===== src/rtl/assert_macros.svh =====
// Assertion helpers shared by the framebuffer modules.
// Each use expects clk and rst_n in scope.
`ifndef ASSERT_MACROS_SVH
`define ASSERT_MACROS_SVH

// Implication checked at every clock edge outside reset.
`define ZFB_ASSERT_IMP(lbl, ante, cons) \
  lbl: assert property (@(posedge clk) disable iff (!rst_n) (ante) |-> (cons)) \
    else $error("zfb: implication violated");

// Condition that must never be seen outside reset.
`define ZFB_ASSERT_NEVER(lbl, cond) \
  lbl: assert property (@(posedge clk) disable iff (!rst_n) !(cond)) \
    else $error("zfb: forbidden condition seen");

`endif


===== src/rtl/zfb_pkg.sv =====
package zfb_pkg;

  localparam int CFG_W     = 9;
  localparam int CFG_IDX_W = 1;
  localparam int COORD_W   = 12;
  localparam int COLOR_W   = 16;
  localparam int DEPTH_W   = 24;
  // Frame registers are 9 bits, so an index or a pixel count stays below 2**18.
  localparam int IDX_W     = 2 * CFG_W;
  localparam int Q_DEPTH   = 4;
  localparam int Q_PW      = $clog2(Q_DEPTH);
  localparam int Q_CW      = $clog2(Q_DEPTH + 1);

  localparam logic [CFG_IDX_W-1:0] REG_FRAME_WIDTH  = 1'b0;
  localparam logic [CFG_IDX_W-1:0] REG_FRAME_HEIGHT = 1'b1;

  localparam logic [2:0] MODE_WRITE     = 3'd0;
  localparam logic [2:0] MODE_READ      = 3'd1;
  localparam logic [2:0] MODE_CLR_COLOR = 3'd2;
  localparam logic [2:0] MODE_CLR_DEPTH = 3'd3;
  localparam logic [2:0] MODE_CLR_BOTH  = 3'd4;

  localparam logic [2:0] ST_WRITTEN = 3'd0;
  localparam logic [2:0] ST_OUT     = 3'd1;
  localparam logic [2:0] ST_REJECT  = 3'd2;
  localparam logic [2:0] ST_READ    = 3'd3;
  localparam logic [2:0] ST_CLEAR   = 3'd4;

  typedef enum logic [2:0] {
    K_WRITE,
    K_READ,
    K_READ_OOB,
    K_CLEAR,
    K_OOB
  } op_kind_t;

  typedef enum logic [1:0] {
    BK_INIT,
    BK_IDLE,
    BK_ACCESS,
    BK_CLEAR
  } bk_state_t;

  typedef struct packed {
    logic [2:0]                mode;
    logic signed [COORD_W-1:0] x_pos;
    logic signed [COORD_W-1:0] y_pos;
    logic [COLOR_W-1:0]        pixel_color;
    logic [DEPTH_W-1:0]        pixel_depth;
    logic                      depth_test_enable;
  } zfb_in_t;

  typedef struct packed {
    logic [2:0]         status;
    logic [COLOR_W-1:0] read_color;
    logic [DEPTH_W-1:0] read_depth;
  } zfb_out_t;

  // One classified operation; idx is the pixel index, or the pixel count of a clear.
  typedef struct packed {
    op_kind_t           kind;
    logic [IDX_W-1:0]   idx;
    logic [COLOR_W-1:0] color;
    logic [DEPTH_W-1:0] depth;
    logic               test;
    logic               clr_color;
    logic               clr_depth;
  } zfb_op_t;

endpackage


===== src/rtl/zfb_queue.sv =====
`include "assert_macros.svh"

module zfb_queue
  import zfb_pkg::*;
(
  input  logic            clk,
  input  logic            rst_n,
  input  logic            push,
  input  zfb_op_t         wdata,
  input  logic            pop,
  output zfb_op_t         head,
  output logic            empty,
  output logic [Q_CW-1:0] count
);

  zfb_op_t         ent_r [Q_DEPTH];
  logic [Q_PW-1:0] wr_ptr_r, wr_ptr_nxt;
  logic [Q_PW-1:0] rd_ptr_r, rd_ptr_nxt;
  logic [Q_CW-1:0] count_r, count_nxt;

  assign head  = ent_r[rd_ptr_r];
  assign empty = (count_r == '0);
  assign count = count_r;

  always_comb begin
    wr_ptr_nxt = push ? wr_ptr_r + Q_PW'(1) : wr_ptr_r;
    rd_ptr_nxt = pop ? rd_ptr_r + Q_PW'(1) : rd_ptr_r;
    count_nxt  = count_r;
    if (push && !pop) begin
      count_nxt = count_r + Q_CW'(1);
    end else if (pop && !push) begin
      count_nxt = count_r - Q_CW'(1);
    end
  end

  always_ff @(posedge clk) begin
    if (!rst_n) begin
      wr_ptr_r <= '0;
      rd_ptr_r <= '0;
      count_r  <= '0;
    end else begin
      wr_ptr_r <= wr_ptr_nxt;
      rd_ptr_r <= rd_ptr_nxt;
      count_r  <= count_nxt;
    end
  end

  always_ff @(posedge clk) begin
    if (push) begin
      ent_r[wr_ptr_r] <= wdata;
    end
  end

  `ZFB_ASSERT_NEVER(a_q_overflow, push && !pop && (count_r == Q_CW'(Q_DEPTH)))
  `ZFB_ASSERT_NEVER(a_q_underflow, pop && (count_r == '0))

endmodule


===== config.mk =====
export PLATFORM = sky130hd
export DESIGN_NAME = zfb_queue
export DESIGN_NICKNAME = d
export VERILOG_FILES = /design/src/rtl/zfb_pkg.sv /design/src/rtl/zfb_queue.sv
export VERILOG_INCLUDE_DIRS = /design/src /design/src/rtl
export SDC_FILE = /design/constraint.sdc
export NUM_CORES = 1
export LEC_CHECK = 0
export BUFFER_PORTS_ARGS = -buffer_cell sky130_fd_sc_hd__buf_4
export CAP_MARGIN = 10
export CORE_MARGIN = 3
export CORE_UTILIZATION = 51
export DETAILED_ROUTE_END_ITERATION = 16
export GPL_ROUTABILITY_DRIVEN = 0
export GPL_TIMING_DRIVEN = 0
export PLACE_DENSITY = 0.75
export SETUP_SLACK_MARGIN = 0.2
export SYNTH_ARGS = -nofsm -noshare
export SYNTH_HDL_FRONTEND = slang
export SYNTH_SLANG_ARGS = --single-unit

===== constraint.sdc =====
create_clock -name clk -period 2.3 [get_ports clk]
set_input_delay 0.115 -clock clk [delete_from_list [all_inputs] [get_ports clk]]
set_output_delay 0.115 -clock clk [all_outputs]
set_load 0.05 [all_outputs]

==> impl_metrics.csv, run 1 <==
group,metric,value,unit
place,place_ws,596,ps
timing,finalSetupTns,0,ps
worst_setup_path,critPathCaptureType,"primary output",
place,place_area,11200,µm²
worst_setup_path,critPathArrivalTime,1940,ps
layout,fill_cells,1134,
synthesis,synth.most_common_cell,"edfxtp_1",
place,post-dp-hpwl,10500,µm
timing,timing_hold_violations_final,0,
synthesis,synth-seq-cells,265,
synthesis,synthTopCellsByCount,"256 x edfxtp_1, 60 x mux4_2, 9 x and2_1, 9 x dfxtp_1",
global_routing,grt_usage,0.173,
synthesis,synth_cell_types,21,
drt,wl_per_cell,20.7,µm
die,rows,49,
pwr,power_density,899,nW/µm²
synthesis,synthFlopType,"edfxtp_1",
clock_network,cts_buffers,27,
timing,fmax,488,MHz
die,die_height,144,µm
layout,post-route-util,0.693,
timing,min_period_over_period,0.892,
die,die_w,144,µm
synthesis,syn_inst,376,
worst_setup_path,worstSetupStartpointType,"flop",
synthesis,synth.area.mux_share,0.151,
pwr,p_leak,4.43,nW
global_routing,grt_max_degree,50,
timing,setup_viol,0,
clock_network,numClockSinks,265,
drt,vias,4654,
outcome,status,"finished clean",
synthesis,async_flop_share,0,
timing,finClkSkew,16.4,ps
clock_network,clock_latency,520,ps
synthesis,synth_top_family_by_area,"multiplexers",
synthesis,yosys.area_share.simple,0.00860,
timing,slew_headroom,0.682,
worst_setup_path,criticalPathCategory,"reg2out",
place,numPlacedInstances,744,
global_routing,grt_pass1_vias,5055,
synthesis,synth_compound_area_frac,0.00128,
drt,remaining_drc_errors,0,
synthesis,synth_top_area_frac,0.789,
timing,period_minus_slack,2050,ps
layout,layout-drive-gt1-share,0.404,
clock_network,htreeDepth,1,
layout,stdcell_area,12700,µm²
layout,multi_input_area,1710,µm²
timing,timing.final.ws_setup,249,ps
synthesis,avgSynthCellArea,25.9,µm²
pwr,total_power,11.5,mW
die,start_util,0.530,
worst_setup_path,worstPathRequired,2180,ps
layout,syn2layout_area_growth,30.7,%
layout,fin_nets,689,
worst_hold_path,hp-class,"in2reg",
synthesis,yosysSeqAreaShare,0.807,
clock_network,ctsRootBufferMaster,"clkbuf_16",
timing,rsz0062_at_grt,"yes",
timing,holdWs,337,ps
synthesis,yosys.area_share.adder,0.00847,
place,numPortBuffers,135,
timing,drv_slew,0,
synthesis,syn_nets,450,
layout,seq_area,7870,µm²
die,io_pins,136,
global_routing,grt_pass1_wl,27700,µm
drt,ant_nets,0,
drt,initialDrtViolationCount,214,
layout,post_layout_nonfiller_instances,863,
clock_network,cts_buffer_depth,3,
pwr,worst_ir_drop_vdd,0.639,mV
synthesis,netlist_top_cells_area,"edfxtp_1 79%, mux4_2 14%, dfxtp_1 1.8%",
synthesis,synth_xor_area_frac,0.00449,
timing,tightestPinTransition,477,ps
synthesis,syn_area,9750,µm²
die,core-area,18400,µm²
die,die_area,20800,µm²
synthesis,synth_warnings,0,
drt,dr.pass1.iters,4,
clock_network,clkTransAtPathRegs,60,ps
drt,post_drt_via_cell_ratio,5.39,
global_routing,antenna_found_initial,1,
run,cap_violations,0,
clock_network,cts_tree,"yes",
synthesis,yosys.area.top_type,"edfxtp_1",
synthesis,synth_edf_count,256,
worst_setup_path,cp_max_fo,10,
drt,routed_wl,17800,µm
global_routing,overflow,0,
==> final cells by class <==
type | count | share of cell area
inverter | 4 | 0.00118
clock inverter | 15 | 0.00746
timing repair buffer | 210 | 0.147
buffer | 14 | 0.0151
multi-input combinational | 93 | 0.134
clock buffer | 32 | 0.0545
sequential | 265 | 0.618
antenna | 1 | 0.000196
tap | 229 | 0.0225
==> worst max-delay path, cell delays in order, from the launching register on <==
cell     delay, ps
dfxtp_4        370
buf_12         150
buf_12         150
mux4_2         560
buf_6          180
==> routing by layer <==
layer	track usage	wire length, µm	vias to the layer above
li1	-	-	2088
met1	0.233	7170	2390
met2	0.292	9230	149
met3	0.0413	1110	27
met4	0.0393	332	0
met5	0	0	-
==> cells in the final DEF (no fill, tap or decap), drive strengths merged <==
cell type    instances
a21boi               1
fa                   1
diode                1
inv                  4
nor2b                2
clkbuf              34
and2                 9
clkinv              14
xnor2                2
ha                   5
nand2                1
xor2                 3
mux2i                2
o21ai                1
or3                  1
nor3                 1
edfxtp             256
dfxtp                9
bufinv               1
dlygate4sd3         68
buf                154
mux4                64
==> kinds of logic after synthesis <==
logic type,count (synthesis)
compound gates,2
fa+ha+maj,6
xor+xnor,5
flops,265
mux,66
simple gates,14
buf+inv,18
==> final timing paths <==
check	cells past startpoint	endpoint	slack, ps	startpoint
max reg2reg	3	ent_r[3][60]	620	wr_ptr_r[0]
max	4	head[38]	250	flop
min reg2reg	2	count[2]	540	count[2]
min	2	ent_r[2][28]	340	wdata[28]
==> registers in the layout, summed over array words and instances (netlist names), named ones only <==
register,cells
ent_r,256
count,3
rd_ptr_r,2
wr_ptr_r,2
==> power by group <==
part           switching [mW]  internal (mW)
combinational            1.18          0.785
sequential             0.0630           5.54
clock                    1.65           2.25
==> repair_timing <==
| item | CTS | global route |
|---|---|---|
| setup endpoints to repair | 60 | 61 |
| cloned | 0 | 1 |
| endpoints found under the hold margin | 265 | 0 |
| hold buffers | 68 | 0 |
| buffers inserted | 1 | 1 |
| gates resized for setup | 8 | 15 |
(Power assumes the default switching activity.)
==> inputs of run 2 (changes only) <==
--- a/config.mk
+++ b/config.mk
@@ -9,11 +9,11 @@
 export BUFFER_PORTS_ARGS = -buffer_cell sky130_fd_sc_hd__buf_4
 export CAP_MARGIN = 10
 export CORE_MARGIN = 3
-export CORE_UTILIZATION = 51
+export CORE_UTILIZATION = 57
 export DETAILED_ROUTE_END_ITERATION = 16
 export GPL_ROUTABILITY_DRIVEN = 0
 export GPL_TIMING_DRIVEN = 0
-export PLACE_DENSITY = 0.75
+export PLACE_DENSITY = 0.79
 export SETUP_SLACK_MARGIN = 0.2
 export SYNTH_ARGS = -nofsm -noshare
 export SYNTH_HDL_FRONTEND = slang
==> constraint.sdc (replaced) <==
create_clock -name clk -period 2.2 [get_ports clk]
set_input_delay 0.11 -clock clk [delete_from_list [all_inputs] [get_ports clk]]
set_output_delay 0.11 -clock clk [all_outputs]
set_load 0.05 [all_outputs]
==> impl_metrics.csv, run 2 (synthesized netlist as in run 1, its figures left out) <==
group,metric,value,unit
layout,mostFrequentLayoutCell,"edfxtp_1",
drt,dr_wl_met3,1290,µm
drt,remaining_drc_errors,0,
timing,setup_viol,0,
pwr,total_power,12.1,mW
layout,fin_nets,687,
timing,finalSetupTns,0,ps
worst_setup_path,worstPathRequired,2090,ps
drt,initialDrtViolationCount,300,
worst_setup_path,cp_max_fo,10,
drt,ant_nets,0,
timing,rsz0062_at_grt,"yes",
clock_network,clock_latency,520,ps
global_routing,grt_max_degree,45,
timing,tightestPinTransition,524,ps
pwr,power_density,939,nW/µm²
layout,stdcell_area,12900,µm²
clock_network,cts_buffer_depth,3,
worst_setup_path,critPathArrivalTime,1930,ps
global_routing,grt_pass1_vias,5141,
die,io_pins,136,
die,die_w,137,µm
drt,dr_wl_met2,9770,µm
timing,timing_hold_violations_final,0,
global_routing,grt_usage,0.198,
die,core-area,16600,µm²
global_routing,overflow,0,
layout,mostFrequentLayoutCells,"256 x edfxtp_1, 79 x buf_4, 68 x dlygate4sd3_1, 63 x buf_6, 62 x mux4_2",
timing,finClkSkew,10.6,ps
place,numPortBuffers,135,
layout,post_layout_nonfiller_instances,850,
layout,syn2layout_area_growth,32.3,%
drt,vias,4714,
drt,routed_wl,18800,µm
layout,fill_cells,838,
drt,post_drt_via_cell_ratio,5.55,
place,post-dp-hpwl,10400,µm
timing,min_period_over_period,0.928,
worst_hold_path,hp-class,"in2reg",
run,cap_violations,0,
worst_setup_path,critPathCaptureType,"primary output",
timing,period_minus_slack,2040,ps
clock_network,htreeDepth,1,
timing,slew_headroom,0.651,
drt,wl_per_cell,22.1,µm
clock_network,ctsRootBufferMaster,"clkbuf_16",
timing,drv_slew,0,
global_routing,grt_pass1_wl,28000,µm
die,start_util,0.586,
outcome,status,"finished clean",
global_routing,antenna_found_initial,0,
place,place_area,11100,µm²
die,die_height,137,µm
worst_setup_path,worstSetupStartpointType,"flop",
layout,layout-drive-gt1-share,0.410,
die,rows,47,
layout,num_antenna_cells,0,
place,numPlacedInstances,735,
drt,highest_layer,"met4",
drt,dr.pass1.iters,4,
timing,fmax,490,MHz
worst_setup_path,criticalPathCategory,"reg2out",
clock_network,cts_buffers,26,
clock_network,clkTransAtPathRegs,60,ps
pwr,worst_ir_drop_vdd,0.731,mV
layout,regMostFlops,"ent_r",
clock_network,cts_tree,"yes",
drt,drt-met1-wl,7360,µm
layout,largest_reg_flops,256,
clock_network,numClockSinks,265,
pwr,p_leak,4.47,nW
die,die_area,18700,µm²
-- run 2: area by class of cell --
cell class	count	area, µm²	area share
flip-flops and latches	265	7870	0.610
repair buffers	209	2060	0.160
multi-input cells	93	1700	0.132
clock buffers	30	687	0.0533
well taps	220	275	0.0213
plain buffers	14	193	0.0149
clock inverters	15	95.1	0.00737
inverters	4	15.0	0.00116
-- run 2: routing by layer --
layer / up-vias / track usage
li1: 2070 / -
met1: 2452 / 0.258
met2: 160 / 0.341
met3: 32 / 0.0511
met4: 0 / 0.0488
met5: - / 0
-- run 2: worst max-delay path, stage by stage, from the launching register on --
cell,delay [ps]
dfxtp_4,380
buf_12,140
buf_12,150
mux4_2,550
buf_6,180
-- run 2: metrics by stage --
step	util	hold WS, ps	worst slack (ps)
after global routing	0.775	336	94.0
final	0.775	342	158
after CTS	0.759	319	87.6
after detailed placement	0.669	314	462
after floorplan	-	209	421
after global placement	0.663	308	-181
-- run 2: power by group --
group / switching (mW) / internal [mW] / total [mW] / leakage, nW
clock: 1.73 / 2.33 / 4.06 / 0.387
sequential: 0.0704 / 5.79 / 5.87 / 2.43
combinational: 1.27 / 0.910 / 2.18 / 1.66
total: 3.07 / 9.04 / 12.1 / 4.47
-- run 2: worst paths after layout --
kind,startpoint,endpoint,slack [ps],depth (start not counted)
max,flop,head[52],160,4
min,wdata[25],ent_r[0][25],340,2
max reg2reg,wr_ptr_r[0],ent_r[2][62],490,4
min reg2reg,count[2],count[2],570,2
-- run 2: what timing repair did --
action / in CTS / in global routing
pin swaps: 0 / 0
gates resized for setup: 9 / 67
setup endpoints to repair: 63 / 64
hold endpoints to repair: 265 / 0
setup buffers: 0 / 1
hold buffers: 68 / 0
gates cloned: 0 / 1
==> inputs of run 3 (changes only) <==
--- a/config.mk
+++ b/config.mk
@@ -13,6 +13,7 @@
 export DETAILED_ROUTE_END_ITERATION = 16
 export GPL_ROUTABILITY_DRIVEN = 0
 export GPL_TIMING_DRIVEN = 0
+export MAX_ROUTING_LAYER = met4
 export PLACE_DENSITY = 0.79
 export SETUP_SLACK_MARGIN = 0.2
 export SYNTH_ARGS = -nofsm -noshare
==> impl_metrics.csv, run 3 (synthesized netlist as in run 1, its figures left out) <==
group,metric,value,unit
drt,vias,4734,
clock_network,cts_buffer_depth,3,
clock_network,numClockSinks,265,
clock_network,clock_latency,520,ps
drt,routed_wl,18700,µm
worst_setup_path,critPathArrivalTime,1920,ps
global_routing,grt_pass1_vias,5154,
timing,period_minus_slack,2030,ps
die,core-area,16600,µm²
die,rows,47,
worst_setup_path,cp_max_fo,10,
timing,drv_slew,0,
timing,finClkSkew,9.82,ps
pwr,power_density,939,nW/µm²
die,start_util,0.586,
layout,largest_reg_flops,256,
layout,fill_cells,838,
pwr,worst_ir_drop_vdd,0.733,mV
clock_network,cts_tree,"yes",
drt,wl_per_cell,22.0,µm
run,cap_violations,0,
global_routing,antenna_found_initial,0,
drt,initialDrtViolationCount,275,
clock_network,cts_buffers,26,
place,numPortBuffers,135,
timing,fmax,492,MHz
timing,timing_hold_violations_final,0,
die,die_w,137,µm
global_routing,overflow,0,
drt,remaining_drc_errors,0,
timing,rsz0062_at_grt,"yes",
worst_setup_path,critPathCaptureType,"primary output",
timing,finalSetupTns,0,ps
clock_network,htreeDepth,1,
layout,stdcell_area,12900,µm²
outcome,status,"finished clean",
timing,min_period_over_period,0.925,
place,place_ws,462,ps
layout,num_antenna_cells,0,
layout,mostFrequentLayoutCells,"256 x edfxtp_1, 79 x buf_4, 68 x dlygate4sd3_1, 63 x buf_6, 62 x mux4_2",
place,post-dp-hpwl,10400,µm
timing,tightestPinTransition,520,ps
drt,post_drt_via_cell_ratio,5.57,
worst_hold_path,hp-class,"in2reg",
drt,dr.pass1.iters,4,
drt,ant_nets,0,
die,io_pins,136,
die,die_height,137,µm
layout,layout-drive-gt1-share,0.410,
timing,slew_headroom,0.653,
die,die_area,18700,µm²
worst_setup_path,criticalPathCategory,"reg2out",
layout,mostFrequentLayoutCell,"edfxtp_1",
clock_network,clkTransAtPathRegs,60,ps
layout,syn2layout_area_growth,32.3,%
worst_setup_path,worstSetupStartpointType,"flop",
worst_setup_path,worstPathRequired,2090,ps
layout,regMostFlops,"ent_r",
global_routing,grt_pass1_wl,28000,µm
clock_network,ctsRootBufferMaster,"clkbuf_16",
global_routing,grt_max_degree,45,
timing,setup_viol,0,
pwr,p_leak,4.47,nW
global_routing,grt_usage,0.204,
place,place_area,11100,µm²
timing,timing.final.ws_setup,165,ps
layout,fin_nets,687,
## run 3: cell counts in the layout (fill, tap and decap cells not counted)
No cell type changed its count.
## run 3: worst paths after layout
path                            cells past startpoint  slack [ps]           end   startpoint
worst min register to register                      2         560      count[2]     count[2]
worst max register to register                      4         490  ent_r[2][62]  wr_ptr_r[0]
worst min-delay path                                2         340  ent_r[0][37]    wdata[37]
worst max-delay path                                4         170      head[56]         flop
## run 3: stage by stage
stage	util	cells	power [mW]	hold slack [ps]
floorplan	-	376	7.25	209
global placement	0.663	731	7.81	308
detailed placement	0.669	735	7.88	314
CTS	0.759	848	12.0	319
global route	0.775	850	12.5	336
finish	0.775	850	12.1	343
## run 3: per-layer routing
layer / vias to the layer above / share of wire / track usage
met1: 2450 / 0.38 / 0.259
met3: 34 / 0.072 / 0.0474
li1: 2068 / - / -
met2: 182 / 0.52 / 0.342
met4: 0 / 0.020 / 0.0488
met5: - / 0 / -
## run 3: layout make-up
class / instances / area (µm²) / share of cell area
timing repair buffer: 209 / 2060 / 0.160
buffer: 14 / 193 / 0.0149
clock inverter: 15 / 95.1 / 0.00737
tap: 220 / 275 / 0.0213
clock buffer: 30 / 687 / 0.0533
multi-input combinational: 93 / 1700 / 0.132
sequential: 265 / 7870 / 0.610
inverter: 4 / 15.0 / 0.00116
## run 3: what timing repair did
| item | CTS | global route |
|---|---|---|
| hold endpoints to repair | 265 | 0 |
| resized for setup | 9 | 67 |
| cloned | 0 | 1 |
| pin swaps | 0 | 0 |
| setup buffers | 0 | 1 |
| setup endpoints to repair | 63 | 64 |
| hold buffers | 68 | 0 |
## run 3: worst max-delay path, stage by stage, from the launching register on
cell and delay, ps:
dfxtp_4 380, buf_12 140, buf_12 160, mux4_2 540, buf_6 180
## run 3: report_power, final
part           internal (mW)  total, mW  switching [mW]
logic                  0.910       2.18            1.27
registers               5.79       5.86          0.0701
clock network           2.33       4.06            1.73
total                   9.04       12.1            3.07
