[src/rtl/assert_macros.svh]
// Assertion helpers shared by the framebuffer modules.
// Each use expects clk and rst_n in scope.
`ifndef ASSERT_MACROS_SVH
`define ASSERT_MACROS_SVH

// Implication checked at every clock edge outside reset.
`define ZFB_ASSERT_IMP(lbl, ante, cons) \
  lbl: assert property (@(posedge clk) disable iff (!rst_n) (ante) |-> (cons)) \
    else $error("zfb: implication violated");

// Condition that must never be seen outside reset.
`define ZFB_ASSERT_NEVER(lbl, cond) \
  lbl: assert property (@(posedge clk) disable iff (!rst_n) !(cond)) \
    else $error("zfb: forbidden condition seen");

`endif

[src/rtl/zfb_pkg.sv]
package zfb_pkg;

  localparam int CFG_W     = 9;
  localparam int CFG_IDX_W = 1;
  localparam int COORD_W   = 12;
  localparam int COLOR_W   = 16;
  localparam int DEPTH_W   = 24;
  // Frame registers are 9 bits, so an index or a pixel count stays below 2**18.
  localparam int IDX_W     = 2 * CFG_W;
  localparam int Q_DEPTH   = 4;
  localparam int Q_PW      = $clog2(Q_DEPTH);
  localparam int Q_CW      = $clog2(Q_DEPTH + 1);

  localparam logic [CFG_IDX_W-1:0] REG_FRAME_WIDTH  = 1'b0;
  localparam logic [CFG_IDX_W-1:0] REG_FRAME_HEIGHT = 1'b1;

  localparam logic [2:0] MODE_WRITE     = 3'd0;
  localparam logic [2:0] MODE_READ      = 3'd1;
  localparam logic [2:0] MODE_CLR_COLOR = 3'd2;
  localparam logic [2:0] MODE_CLR_DEPTH = 3'd3;
  localparam logic [2:0] MODE_CLR_BOTH  = 3'd4;

  localparam logic [2:0] ST_WRITTEN = 3'd0;
  localparam logic [2:0] ST_OUT     = 3'd1;
  localparam logic [2:0] ST_REJECT  = 3'd2;
  localparam logic [2:0] ST_READ    = 3'd3;
  localparam logic [2:0] ST_CLEAR   = 3'd4;

  typedef enum logic [2:0] {
    K_WRITE,
    K_READ,
    K_READ_OOB,
    K_CLEAR,
    K_OOB
  } op_kind_t;

  typedef enum logic [1:0] {
    BK_INIT,
    BK_IDLE,
    BK_ACCESS,
    BK_CLEAR
  } bk_state_t;

  typedef struct packed {
    logic [2:0]                mode;
    logic signed [COORD_W-1:0] x_pos;
    logic signed [COORD_W-1:0] y_pos;
    logic [COLOR_W-1:0]        pixel_color;
    logic [DEPTH_W-1:0]        pixel_depth;
    logic                      depth_test_enable;
  } zfb_in_t;

  typedef struct packed {
    logic [2:0]         status;
    logic [COLOR_W-1:0] read_color;
    logic [DEPTH_W-1:0] read_depth;
  } zfb_out_t;

  // One classified operation; idx is the pixel index, or the pixel count of a clear.
  typedef struct packed {
    op_kind_t           kind;
    logic [IDX_W-1:0]   idx;
    logic [COLOR_W-1:0] color;
    logic [DEPTH_W-1:0] depth;
    logic               test;
    logic               clr_color;
    logic               clr_depth;
  } zfb_op_t;

endpackage

[src/rtl/zfb_front.sv]
module zfb_front
  import zfb_pkg::*;
#(
  parameter int MAX_WIDTH  = 256,
  parameter int MAX_HEIGHT = 256
) (
  input  logic                 clk,
  input  logic                 rst_n,
  input  logic                 cfg_we,
  input  logic [CFG_IDX_W-1:0] cfg_index,
  input  logic [CFG_W-1:0]     cfg_wdata,
  input  logic                 start,
  input  zfb_in_t              in_item,
  output logic                 busy,
  input  logic [Q_CW-1:0]      q_count,
  input  logic                 init_busy,
  output logic                 q_push,
  output zfb_op_t              q_wdata
);

  logic [CFG_W-1:0] width_r, width_nxt;
  logic [CFG_W-1:0] height_r, height_nxt;
  logic             s1_valid_r;
  zfb_op_t          s1_op_r, s1_op_nxt;
  logic [CFG_W-1:0] s1_x_r, s1_x_nxt;

  logic [CFG_W-1:0] eff_w, eff_h;
  logic             x_ok, y_ok, in_frame;
  logic [CFG_W-1:0] mul_b;
  logic [IDX_W-1:0] prod;
  logic [Q_CW:0]    slots_used;
  logic             accept;

  always_comb begin
    width_nxt  = width_r;
    height_nxt = height_r;
    if (cfg_we) begin
      case (cfg_index)
        REG_FRAME_WIDTH:  width_nxt  = cfg_wdata;
        REG_FRAME_HEIGHT: height_nxt = cfg_wdata;
        default: ;
      endcase
    end
  end

  // Saturate the frame size to the store geometry.
  assign eff_w = (int'(width_r) > MAX_WIDTH) ? CFG_W'(MAX_WIDTH) : width_r;
  assign eff_h = (int'(height_r) > MAX_HEIGHT) ? CFG_W'(MAX_HEIGHT) : height_r;

  assign x_ok     = !in_item.x_pos[COORD_W-1] &&
                    (in_item.x_pos[COORD_W-2:0] < (COORD_W-1)'(eff_w));
  assign y_ok     = !in_item.y_pos[COORD_W-1] &&
                    (in_item.y_pos[COORD_W-2:0] < (COORD_W-1)'(eff_h));
  assign in_frame = x_ok && y_ok;

  // Row offset for pixels, pixel count for clears.
  assign mul_b = ((in_item.mode == MODE_CLR_COLOR) || (in_item.mode == MODE_CLR_DEPTH) ||
                  (in_item.mode == MODE_CLR_BOTH)) ? eff_h : in_item.y_pos[CFG_W-1:0];
  assign prod  = {{CFG_W{1'b0}}, eff_w} * {{CFG_W{1'b0}}, mul_b};

  // Hold off while the queue plus the stage in flight would fill it.
  assign slots_used = {1'b0, q_count} + (Q_CW+1)'(s1_valid_r);
  assign busy       = init_busy || (slots_used >= (Q_CW+1)'(Q_DEPTH));
  assign accept     = start && !busy;

  always_comb begin
    s1_op_nxt.idx       = prod;
    s1_op_nxt.color     = in_item.pixel_color;
    s1_op_nxt.depth     = in_item.pixel_depth;
    s1_op_nxt.test      = in_item.depth_test_enable;
    s1_op_nxt.clr_color = 1'b0;
    s1_op_nxt.clr_depth = 1'b0;
    s1_x_nxt            = '0;
    case (in_item.mode)
      MODE_WRITE: begin
        s1_op_nxt.kind = in_frame ? K_WRITE : K_OOB;
        s1_x_nxt       = in_item.x_pos[CFG_W-1:0];
      end
      MODE_READ: begin
        s1_op_nxt.kind = in_frame ? K_READ : K_READ_OOB;
        s1_x_nxt       = in_item.x_pos[CFG_W-1:0];
      end
      MODE_CLR_COLOR: begin
        s1_op_nxt.kind      = K_CLEAR;
        s1_op_nxt.clr_color = 1'b1;
      end
      MODE_CLR_DEPTH: begin
        s1_op_nxt.kind      = K_CLEAR;
        s1_op_nxt.clr_depth = 1'b1;
      end
      MODE_CLR_BOTH: begin
        s1_op_nxt.kind      = K_CLEAR;
        s1_op_nxt.clr_color = 1'b1;
        s1_op_nxt.clr_depth = 1'b1;
      end
      default: s1_op_nxt.kind = K_OOB;
    endcase
  end

  always_comb begin
    q_wdata     = s1_op_r;
    q_wdata.idx = s1_op_r.idx + IDX_W'(s1_x_r);
  end
  assign q_push = s1_valid_r;

  always_ff @(posedge clk) begin
    if (!rst_n) begin
      width_r    <= CFG_W'(256);
      height_r   <= CFG_W'(256);
      s1_valid_r <= 1'b0;
    end else begin
      width_r    <= width_nxt;
      height_r   <= height_nxt;
      s1_valid_r <= accept;
    end
  end

  always_ff @(posedge clk) begin
    if (accept) begin
      s1_op_r <= s1_op_nxt;
      s1_x_r  <= s1_x_nxt;
    end
  end

endmodule

[config.mk]
export PLATFORM = sky130hd
export DESIGN_NAME = zfb_front
export DESIGN_NICKNAME = d
export VERILOG_FILES = /design/src/rtl/assert_macros.svh /design/src/rtl/zfb_pkg.sv /design/src/rtl/zfb_front.sv
export SDC_FILE = /design/constraint.sdc
export NUM_CORES = 1
export LEC_CHECK = 0
export BUFFER_PORTS_ARGS = -buffer_cell sky130_fd_sc_hd__buf_2
export CELL_PAD_IN_SITES_DETAIL_PLACEMENT = 1
export CELL_PAD_IN_SITES_GLOBAL_PLACEMENT = 1
export CORE_UTILIZATION = 46
export DETAILED_ROUTE_END_ITERATION = 8
export PLACE_DENSITY = 0.95
export SLEW_MARGIN = 30
export SYNTH_ARGS = -nofsm -noshare
export SYNTH_HDL_FRONTEND = slang
export SYNTH_SLANG_ARGS = --single-unit
[constraint.sdc]
create_clock -name clk -period 10.05 [get_ports clk]
set_clock_uncertainty 0.1 [all_clocks]
set_input_delay 0.5025 -clock clk [delete_from_list [all_inputs] [get_ports clk]]
set_output_delay 0.5025 -clock clk [all_outputs]
set_load 0.03 [all_outputs]
==> results of run 1 <==
## worst max path at each step
stage	startpoint	endpoint	slack [ns]
2_1_floorplan	in_item[66]	s1_op_r[56]	4.79
3_3_place_gp	in_item[67]	s1_op_r[56]	4.44
3_5_place_dp	in_item[66]	s1_op_r[56]	4.22
4_1_cts	width_r[8]	s1_op_r[56]	4.53
5_1_grt	width_r[8]	s1_op_r[56]	4.26
6_report	in_item[66]	s1_op_r[56]	4.52
## power groups by stage
stage | clock network, mW | registers (mW) | logic (mW)
after floorplan | 0 | 0.437 | 0.101
after global placement | 0 | 0.439 | 0.140
after detailed placement | 0 | 0.439 | 0.150
after CTS | 0.335 | 0.431 | 0.152
after global routing | 0.346 | 0.432 | 0.166
final | 0.327 | 0.431 | 0.152
## through the flow
stage | std cells | hold slack (ns) | util
2_1_floorplan | 711 | 0.339 | -
3_3_place_gp | 1019 | 0.347 | 0.514
3_5_place_dp | 1019 | 0.355 | 0.514
4_1_cts | 1035 | 0.213 | 0.532
5_1_grt | 1035 | 0.213 | 0.532
6_report | 1035 | 0.223 | 0.532
## cell type report
cell class	instances	area share
multi-input cells	466	0.476
clock inverters	7	0.00709
well taps	211	0.0325
clock buffers	9	0.0277
repair buffers	153	0.0949
inverters	97	0.0448
flip-flops and latches	92	0.317
## registers in the layout, indices dropped and copies added (netlist names)
name,count
s1_op_r,18
q_push,1
width_r,9
s1_x_r,9
q_wdata,46
height_r,9
## per-layer routing
layer  wire length [um]  global-route usage  part of all wire  vias to the layer above
met1               7020               0.257              0.37                     2680
met4                629               0.113             0.034                        0
met5                  0                   0                 0                        -
met3               1050              0.0473             0.056                       46
li1                   -                   -                 -                     2544
met2              10000               0.450              0.54                      186
## cells in the mapped netlist (3+ instances only)
cell / count
fa_1: 51
buf_4: 47
o211ai_1: 3
a21boi_0: 16
o21a_1: 9
edfxtp_1: 73
inv_1: 96
nand4_1: 3
a21oi_1: 13
o21ai_0: 20
nor2b_1: 10
and4_1: 3
o31a_1: 3
xnor2_1: 15
a21o_1: 7
nor2_1: 61
dfxtp_1: 19
nand2_1: 86
ha_1: 63
nand3_1: 7
a21oi_2: 3
xor2_1: 10
nor3_1: 5
nor4_1: 3
o21ai_1: 4
clkbuf_1: 7
and3_1: 5
nand2b_1: 11
and2_1: 16
## worst max-delay path: cells and delay by family
family / cells / cell delay (ns)
buffers and inverters: 6 / 0.66
AND/OR/NAND/NOR: 5 / 0.70
multiplexers: 1 / 0.14
adder cells (fa/ha/maj): 5 / 2.44
AO/OA/AOI/OAI: 3 / 0.91
XOR/XNOR: 1 / 0.14
## cell families (layout without fill, tap and decap cells)
logic type / Yosys count / in the layout / share of synthesized area
adders and majority gates: 114 / 114 / 0.252
DFF: 92 / 92 / 0.358
xor gates and xnor gates: 25 / 25 / 0.0304
buffers and inverters: 153 / 266 / 0.105
and+or+nand+nor: 223 / 223 / 0.145
AOI/OAI and AO/OA: 101 / 101 / 0.106
muxes: 3 / 3 / 0.00470
==> reports/results.tsv, run 1 <==
metric	value	unit
maxSlewHeadroom	0.375	
root_buffer	clkbuf_16	
cts_made_buffers	9	
max_freq	0.181	GHz
startpoint_type	input port	
p_per_area	112	nW/um2
combPwrFrac	0.167	
rr_startpoint	width_r[8]	
syn-num-nets	911	
crit_fanout	25	
hpwl	15.0	mm
max_cap_viol_count	0	
synth_edf_count	73	
place_congestion	0.872	
syn_avg_cell_area	10.1	um2
netSwitchingFraction	0.286	
cts.sink_count	92	
grt_pass1_wl	29.8	mm
die_width	127	um
endpoint_kind	flip-flop	
syn_area	7190	um2
reg2reg_depth	15	
cts.clk_slew.worst_paths	0.07	ns
final.fill_count	1773	
vdd_drop_max	77.7	uV
htreeDepth	3	
ys.flop_type	edfxtp_1	
area_growth	12.9	%
fin_tns_setup	0	ns
drtPass1Iterations	4	
clock_power_share	0.360	
holdBufCountCts	0	
antenna_found_initial	0	
internal_power	0.650	mW
finalCritPeriodShare	0.550	
fin_ws	4.52	ns
n_antenna_cell	0	
ys_warn_count	0	
multi_input_area	3870	um2
slowest_stage	fa_1	
reg2reg_to	s1_op_r[56]	
setup_viol	0	
min_from	in_item[10]	
clock_path_buffers	2	
portBuffers	151	
rows	45	
status	finished, final reports clean	
fin_crit	5.53	ns
synth_top_area_frac	0.305	
tightest_slew	0.937	ns
grt_util_all_layers	0.239	
drtIter0Drc	294	
min_to	q_wdata[12]	
crit_chain	buf_2 > nor2_1 > mux2i_2 > buf_4 > nor2_1 > a21oi_2 > nor2_1 > fa_1 > inv_1 > fa_1 > inv_1 > fa_1 > inv_1 > fa_1 > inv_1 > ha_1 > a211oi_1 > nor2_1 > o41ai_4 > or2b_1 > xor2_1	
slew_viol_final	0	
dp_slack	4.22	ns
grt_max_degree	74	
worst_ep_arrival_time	5.52	ns
power_frac_seq	0.474	
fp.coreArea	15300	um2
slowest_delay	0.53	ns
viasPerCell	5.27	
yosysSeqAreaShare	0.358	
crit_type	input port to flip-flop	
hold_depth	1	
async_reset_ff_frac	0	
cts_tree	built	
synth_area_leaders	edfxtp_1 30%, fa_1 14%, ha_1 11%	
p_total	0.910	mW
yosysUniqueCellTypes	61	
post_cts_resized	0	
switchingPower	0.260	mW
grt.overflow.total	0	
die_h	127	um
hold_violations	0	
fin_area	8120	um2
ant_nets	0	
wl	18.7	mm
yosys_register_bits	92	
post_cts_buffers	0	
rsz0062_at_grt	false	
required	10.04	ns
layout_common_cells	151 x buf_2, 96 x inv_1, 86 x nand2_1	
vias	5456	
leakage	3.76	nW
hold_path_class	input port to flip-flop	
route.detailed.drc	0	
seq_area	2570	um2
clock_latency	0.36	ns
drive_gt1_frac	0.225	
place_area	7840	um2
initial_utilization	0.471	
routedWlPerCell	18.1	um
ff2ff_setup_slack	4.53	ns
syn_inst	711	
synth_area_leader_cell	edfxtp_1	
io_pins	152	
grt_pass1_vias	5957	
dieArea	16100	um2
finalNetCount	1019	
final_common_cell	buf_2	
Power figures use the tool's default switching activity.
==> run 2: changes to the inputs <==
Settings changed: CORE_UTILIZATION 46 to 43, PLACE_DENSITY 0.95 to 0.91.
Clock period 10.05 ns to 5.2 ns, I/O delays scaled along.
==> run 2 against run 1 <==
Compared with the run above:
- sequential share of layout area shrank 3.3 points
- clock power grew 140%
- critical path type is now flip-flop to flip-flop
- cell count grew 8.5%
- first-iteration DRC count grew 59%
- combinational power grew to 2.5 times the previous value
- die area grew 6.9%
- worst hold slack lost 0.16 ns
- non-clock buffer count grew 83
- global-route usage grew 3.0 points
- via count grew 17%
==> reports/results.tsv, run 2 (same netlist as run 1, synthesis figures left out) <==
metric	value	unit
setup_viol	0	
hpwl	15.5	mm
finalNetCount	1102	
maxSlewHeadroom	0.520	
endpoint_kind	flip-flop	
clock_path_buffers	2	
die_width	131	um
final_core_util	0.563	
area_growth	26.2	%
holdWs	0.0606	ns
cts.sink_count	92	
vdd_drop_max	177	uV
p_per_area	222	nW/um2
fp.coreArea	16100	um2
grt_max_degree	74	
antenna_found_initial	1	
switchingPower	0.567	mW
critPathTopFamily	adder cells	
route.detailed.drc	0	
grt_pass1_vias	6696	
hold_violations	0	
rows	46	
n_antenna_cell	0	
netSwitchingFraction	0.281	
fin_area	9080	um2
hold_path_class	input port to flip-flop	
cts.clk_slew.worst_paths	0.07	ns
grt_pass1_wl	35.5	mm
clock_power_share	0.395	
crit_type	flip-flop to flip-flop	
max_cap_viol_count	0	
place_area	8120	um2
internal_power	1.45	mW
drtIter0Drc	468	
root_buffer	clkbuf_16	
dieArea	17200	um2
grt_util_all_layers	0.269	
die_h	131	um
worst_ep_arrival_time	5.26	ns
slew_viol_final	0	
slowest_stage	fa_1	
status	finished, final reports clean	
portBuffers	151	
wl	27.2	mm
vias	6383	
crit_chain	inv_4 > nand2_1 > o21ai_1 > buf_4 > buf_12 > buf_4 > nand2_1 > fa_1 > inv_1 > ha_1 > ha_1 > inv_1 > fa_1 > inv_1 > ha_1 > inv_1 > fa_1 > nor2b_1 > o31a_1 > buf_4 > o21ai_0 > a21oi_1 > xor2_1	
clock_latency	0.36	ns
cpMostUsedCell	inv_1	
leakage	4.20	nW
required	5.28	ns
combPwrFrac	0.191	
tightest_slew	0.710	ns
cts_made_buffers	9	
routedWlPerCell	24.2	um
layout_common_cells	150 x buf_2, 94 x inv_1, 86 x nand2_1	
ant_nets	0	
grt.overflow.total	0	
place_congestion	0.866	
fin_crit	5.18	ns
initial_utilization	0.446	
critPathBufInv	9	
drtPass1Iterations	5	
slowest_delay	0.52	ns
crit_fanout	12	
largest_reg_flops	46	
cts_tree	built	
power_frac_seq	0.414	
drive_gt1_frac	0.272	
finalCritPeriodShare	0.996	
max_freq	0.193	GHz
startpoint_type	flip-flop	
io_pins	152	
p_total	2.02	mW
final_common_cell	buf_2	
viasPerCell	5.68	
htreeDepth	3	
## run 2: changes by cell type in the layout (fill, tap and decap cells not counted), moves of 3 or more
cell,delta
dlygate4sd3_1,+41
bufinv_16,+3
o21ai_0,-4
buf_4,+38
nor2_1,-7
nor2_2,+6
o21ai_2,+3
## run 2: timing repair
item                       in CTS  in global routing
hold endpoints to repair       41                  0
cloned                          0                  1
setup buffers                   0                  6
setup endpoints to repair       7                  7
resized for setup               8                 22
pin swaps                       0                  6
hold buffers                   41                  0
## run 2: worst reg2reg max path, delay by kind of cell, from the launching register on
kind                     cells  cell delay (ns)
AO/OA/AOI/OAI                4             0.64
flip-flops                   1             0.34
AND/OR/NAND/NOR              3             0.37
adder cells (fa/ha/maj)      6             2.31
buffers and inverters        9             0.99
XOR/XNOR                     1             0.24
## run 2: worst paths after layout
kind | from | endpoint | slack (ns) | cells after the start
setup / recovery | height_r[8] | s1_op_r[55] | 0.02 | 23
setup reg to reg | height_r[8] | s1_op_r[55] | 0.02 | 23
hold reg to reg | width_r[7] | width_r[7] | 0.36 | 2
hold / removal | cfg_wdata[7] | width_r[7] | 0.06 | 3
## run 2: final cells by class
type | instances | area, um2
clock inverter | 7 | 120
sequential | 92 | 2570
multi-input combinational | 466 | 3960
fill | 1799 | 7040
inverter | 97 | 367
timing repair buffer | 236 | 1560
clock buffer | 9 | 225
tap | 216 | 270
## run 2: through the flow
stage | TNS [ns] | std cells | worst slack (ns)
5_1_grt | -0.753 | 1123 | -0.215
3_3_place_gp | 0 | 1058 | 0.0531
6_report | 0 | 1123 | 0.0208
4_1_cts | 0 | 1115 | 0.0296
3_5_place_dp | -0.716 | 1058 | -0.250
2_1_floorplan | 0 | 711 | 0.185
## run 2: layer usage
layer / up-vias / GRT usage / routed length [um]
met5: - / 0 / 0
met4: 0 / 0.149 / 1910
met3: 140 / 0.0548 / 1820
met2: 368 / 0.499 / 14000
met1: 3167 / 0.283 / 9430
li1: 2708 / - / -
## run 2: power by group through the flow
| stage | clock (mW) | combinational (mW) | sequential, mW |
|---|---|---|---|
| final | 0.797 | 0.386 | 0.835 |
| after global routing | 0.819 | 0.410 | 0.837 |
| after CTS | 0.786 | 0.340 | 0.833 |
| after detailed placement | 0 | 0.308 | 0.848 |
| after global placement | 0 | 0.292 | 0.847 |
| after floorplan | 0 | 0.195 | 0.845 |
==> run 3: changes to the inputs <==
Settings changed: RECOVER_POWER from default to 25.
==> run 3 against run 2 <==
Compared with the run above:
- via count decreased by 0.30%
- sequential cell count unchanged
- die area unchanged
- cell count about the same
- first-iteration DRC count decreased by 8.1%
- wire length increased by 0.10%
- non-clock buffer count unchanged
- sequential power about the same
- combinational power about the same
- worst hold slack improved by 0.00054 ns
- sequential share of layout area about the same
==> reports/results.tsv, run 3 (same netlist as run 1, synthesis figures left out) <==
metric	value	unit
status	finished, final reports clean	
cts_made_buffers	9	
worst_ep_arrival_time	5.24	ns
portBuffers	151	
endpoint_kind	flip-flop	
htreeDepth	3	
layout_common_cells	141 x buf_2, 94 x inv_1, 86 x nand2_1	
fin_crit	5.16	ns
routedWlPerCell	24.2	um
area_growth	26.1	%
finalNetCount	1102	
grt_pass1_vias	6696	
cts_tree	built	
hold_violations	0	
grt_util_all_layers	0.269	
clock_latency	0.36	ns
vias	6364	
wl	27.2	mm
required	5.28	ns
hpwl	15.5	mm
cts.sink_count	92	
tightest_slew	0.733	ns
drtPass1Iterations	5	
setup_viol	0	
final_core_util	0.563	
place_congestion	0.866	
p_per_area	222	nW/um2
drive_gt1_frac	0.262	
leakage	4.17	nW
crit_fanout	12	
dieArea	17200	um2
fin_ws	0.0405	ns
die_h	131	um
final_common_cell	buf_2	
initial_utilization	0.446	
drtIter0Drc	430	
vdd_drop_max	177	uV
largest_reg_flops	46	
io_pins	152	
hold_path_class	input port to flip-flop	
finalCritPeriodShare	0.992	
max_cap_viol_count	0	
fp.coreArea	16100	um2
maxSlewHeadroom	0.511	
max_freq	0.194	GHz
antenna_found_initial	1	
cts.clk_slew.worst_paths	0.06	ns
route.detailed.drc	0	
viasPerCell	5.66	
grt.overflow.total	0	
rows	46	
clock_path_buffers	2	
dp_slack	-0.250	ns
crit_type	flip-flop to flip-flop	
root_buffer	clkbuf_16	
final.fill_count	1798	
ant_nets	0	
startpoint_type	flip-flop	
grt_pass1_wl	35.5	mm
grt_max_degree	74	
die_width	131	um
slew_viol_final	0	
==> run 3: changes by cell type in the layout (fill, tap and decap cells not counted), sizes merged <==
cell	change
clkbuf	+10
diode	+1
buf	-10
==> run 3: where the power goes <==
| part | total [mW] | internal, mW | leakage, nW | switching [mW] |
|---|---|---|---|---|
| Sequential | 0.835 | 0.820 | 0.844 | 0.0150 |
| Clock | 0.797 | 0.474 | 0.168 | 0.323 |
| Combinational | 0.384 | 0.156 | 3.16 | 0.229 |
| Total | 2.02 | 1.45 | 4.17 | 0.567 |
==> run 3: path summary, 6_finish.rpt <==
kind                            depth (start not counted)  slack [ns]          end          from
worst max register to register                         23        0.04  s1_op_r[55]   height_r[8]
worst max-delay path                                   23        0.04  s1_op_r[55]   height_r[8]
worst min-delay path                                    3        0.06  height_r[5]  cfg_wdata[5]
worst min register to register                          2        0.36   width_r[1]    width_r[1]
==> run 3: layout make-up <==
type	count	area, um2	area share
Antenna cell	1	2.50	0.000276
Clock buffer	9	225	0.0248
Clock inverter	7	120	0.0132
Inverter	97	367	0.0404
Multi-Input combinational cell	466	3960	0.437
Sequential cell	92	2570	0.284
Tap cell	216	270	0.0298
Timing Repair Buffer	236	1550	0.171
==> run 3: what timing repair did <==
action / 4_1_cts / 5_1_grt
setup buffers: 0 / 6
cloned: 0 / 1
setup endpoints to repair: 7 / 7
hold buffers: 41 / 0
endpoints found under the hold margin: 41 / 0
pin swaps: 0 / 6
gates resized for setup: 8 / 22
==> run 3: metrics by stage <==
step	power (mW)	hold slack, ns	setup TNS [ns]	instance area (um2)	std cells
global route	2.06	0.0705	-0.753	9060	1123
global placement	1.14	0.336	0	8120	1058
CTS	1.96	0.0512	0	8890	1115
floorplan	1.04	0.259	0	7190	711
finish	2.02	0.0611	0	9070	1124
detailed placement	1.16	0.338	-0.716	8120	1058
==> run 3: worst max-delay path, stage by stage (launching register included) <==
cell	delay [ns]
dfxtp_2	0.34
inv_4	0.13
nand2_1	0.13
o21ai_1	0.18
buf_4	0.17
buf_12	0.11
buf_4	0.09
nand2_1	0.07
fa_1	0.52
inv_1	0.07
ha_1	0.31
ha_1	0.29
inv_1	0.08
fa_1	0.49
inv_1	0.10
ha_1	0.26
inv_1	0.09
fa_1	0.44
nor2b_1	0.17
o31a_1	0.18
buf_4	0.13
o21ai_0	0.08
a21oi_1	0.22
xor2_1	0.22
==> run 3: layer usage <==
metal  track usage  share of wire  routed length (um)  vias to the layer above
li1              -              -                   -                     2709
met1         0.283           0.35                9510                     3160
met2         0.499           0.52               14000                      354
met3        0.0548          0.063                1720                      141
met4         0.149          0.071                1930                        0
met5             0              0                   0                        -
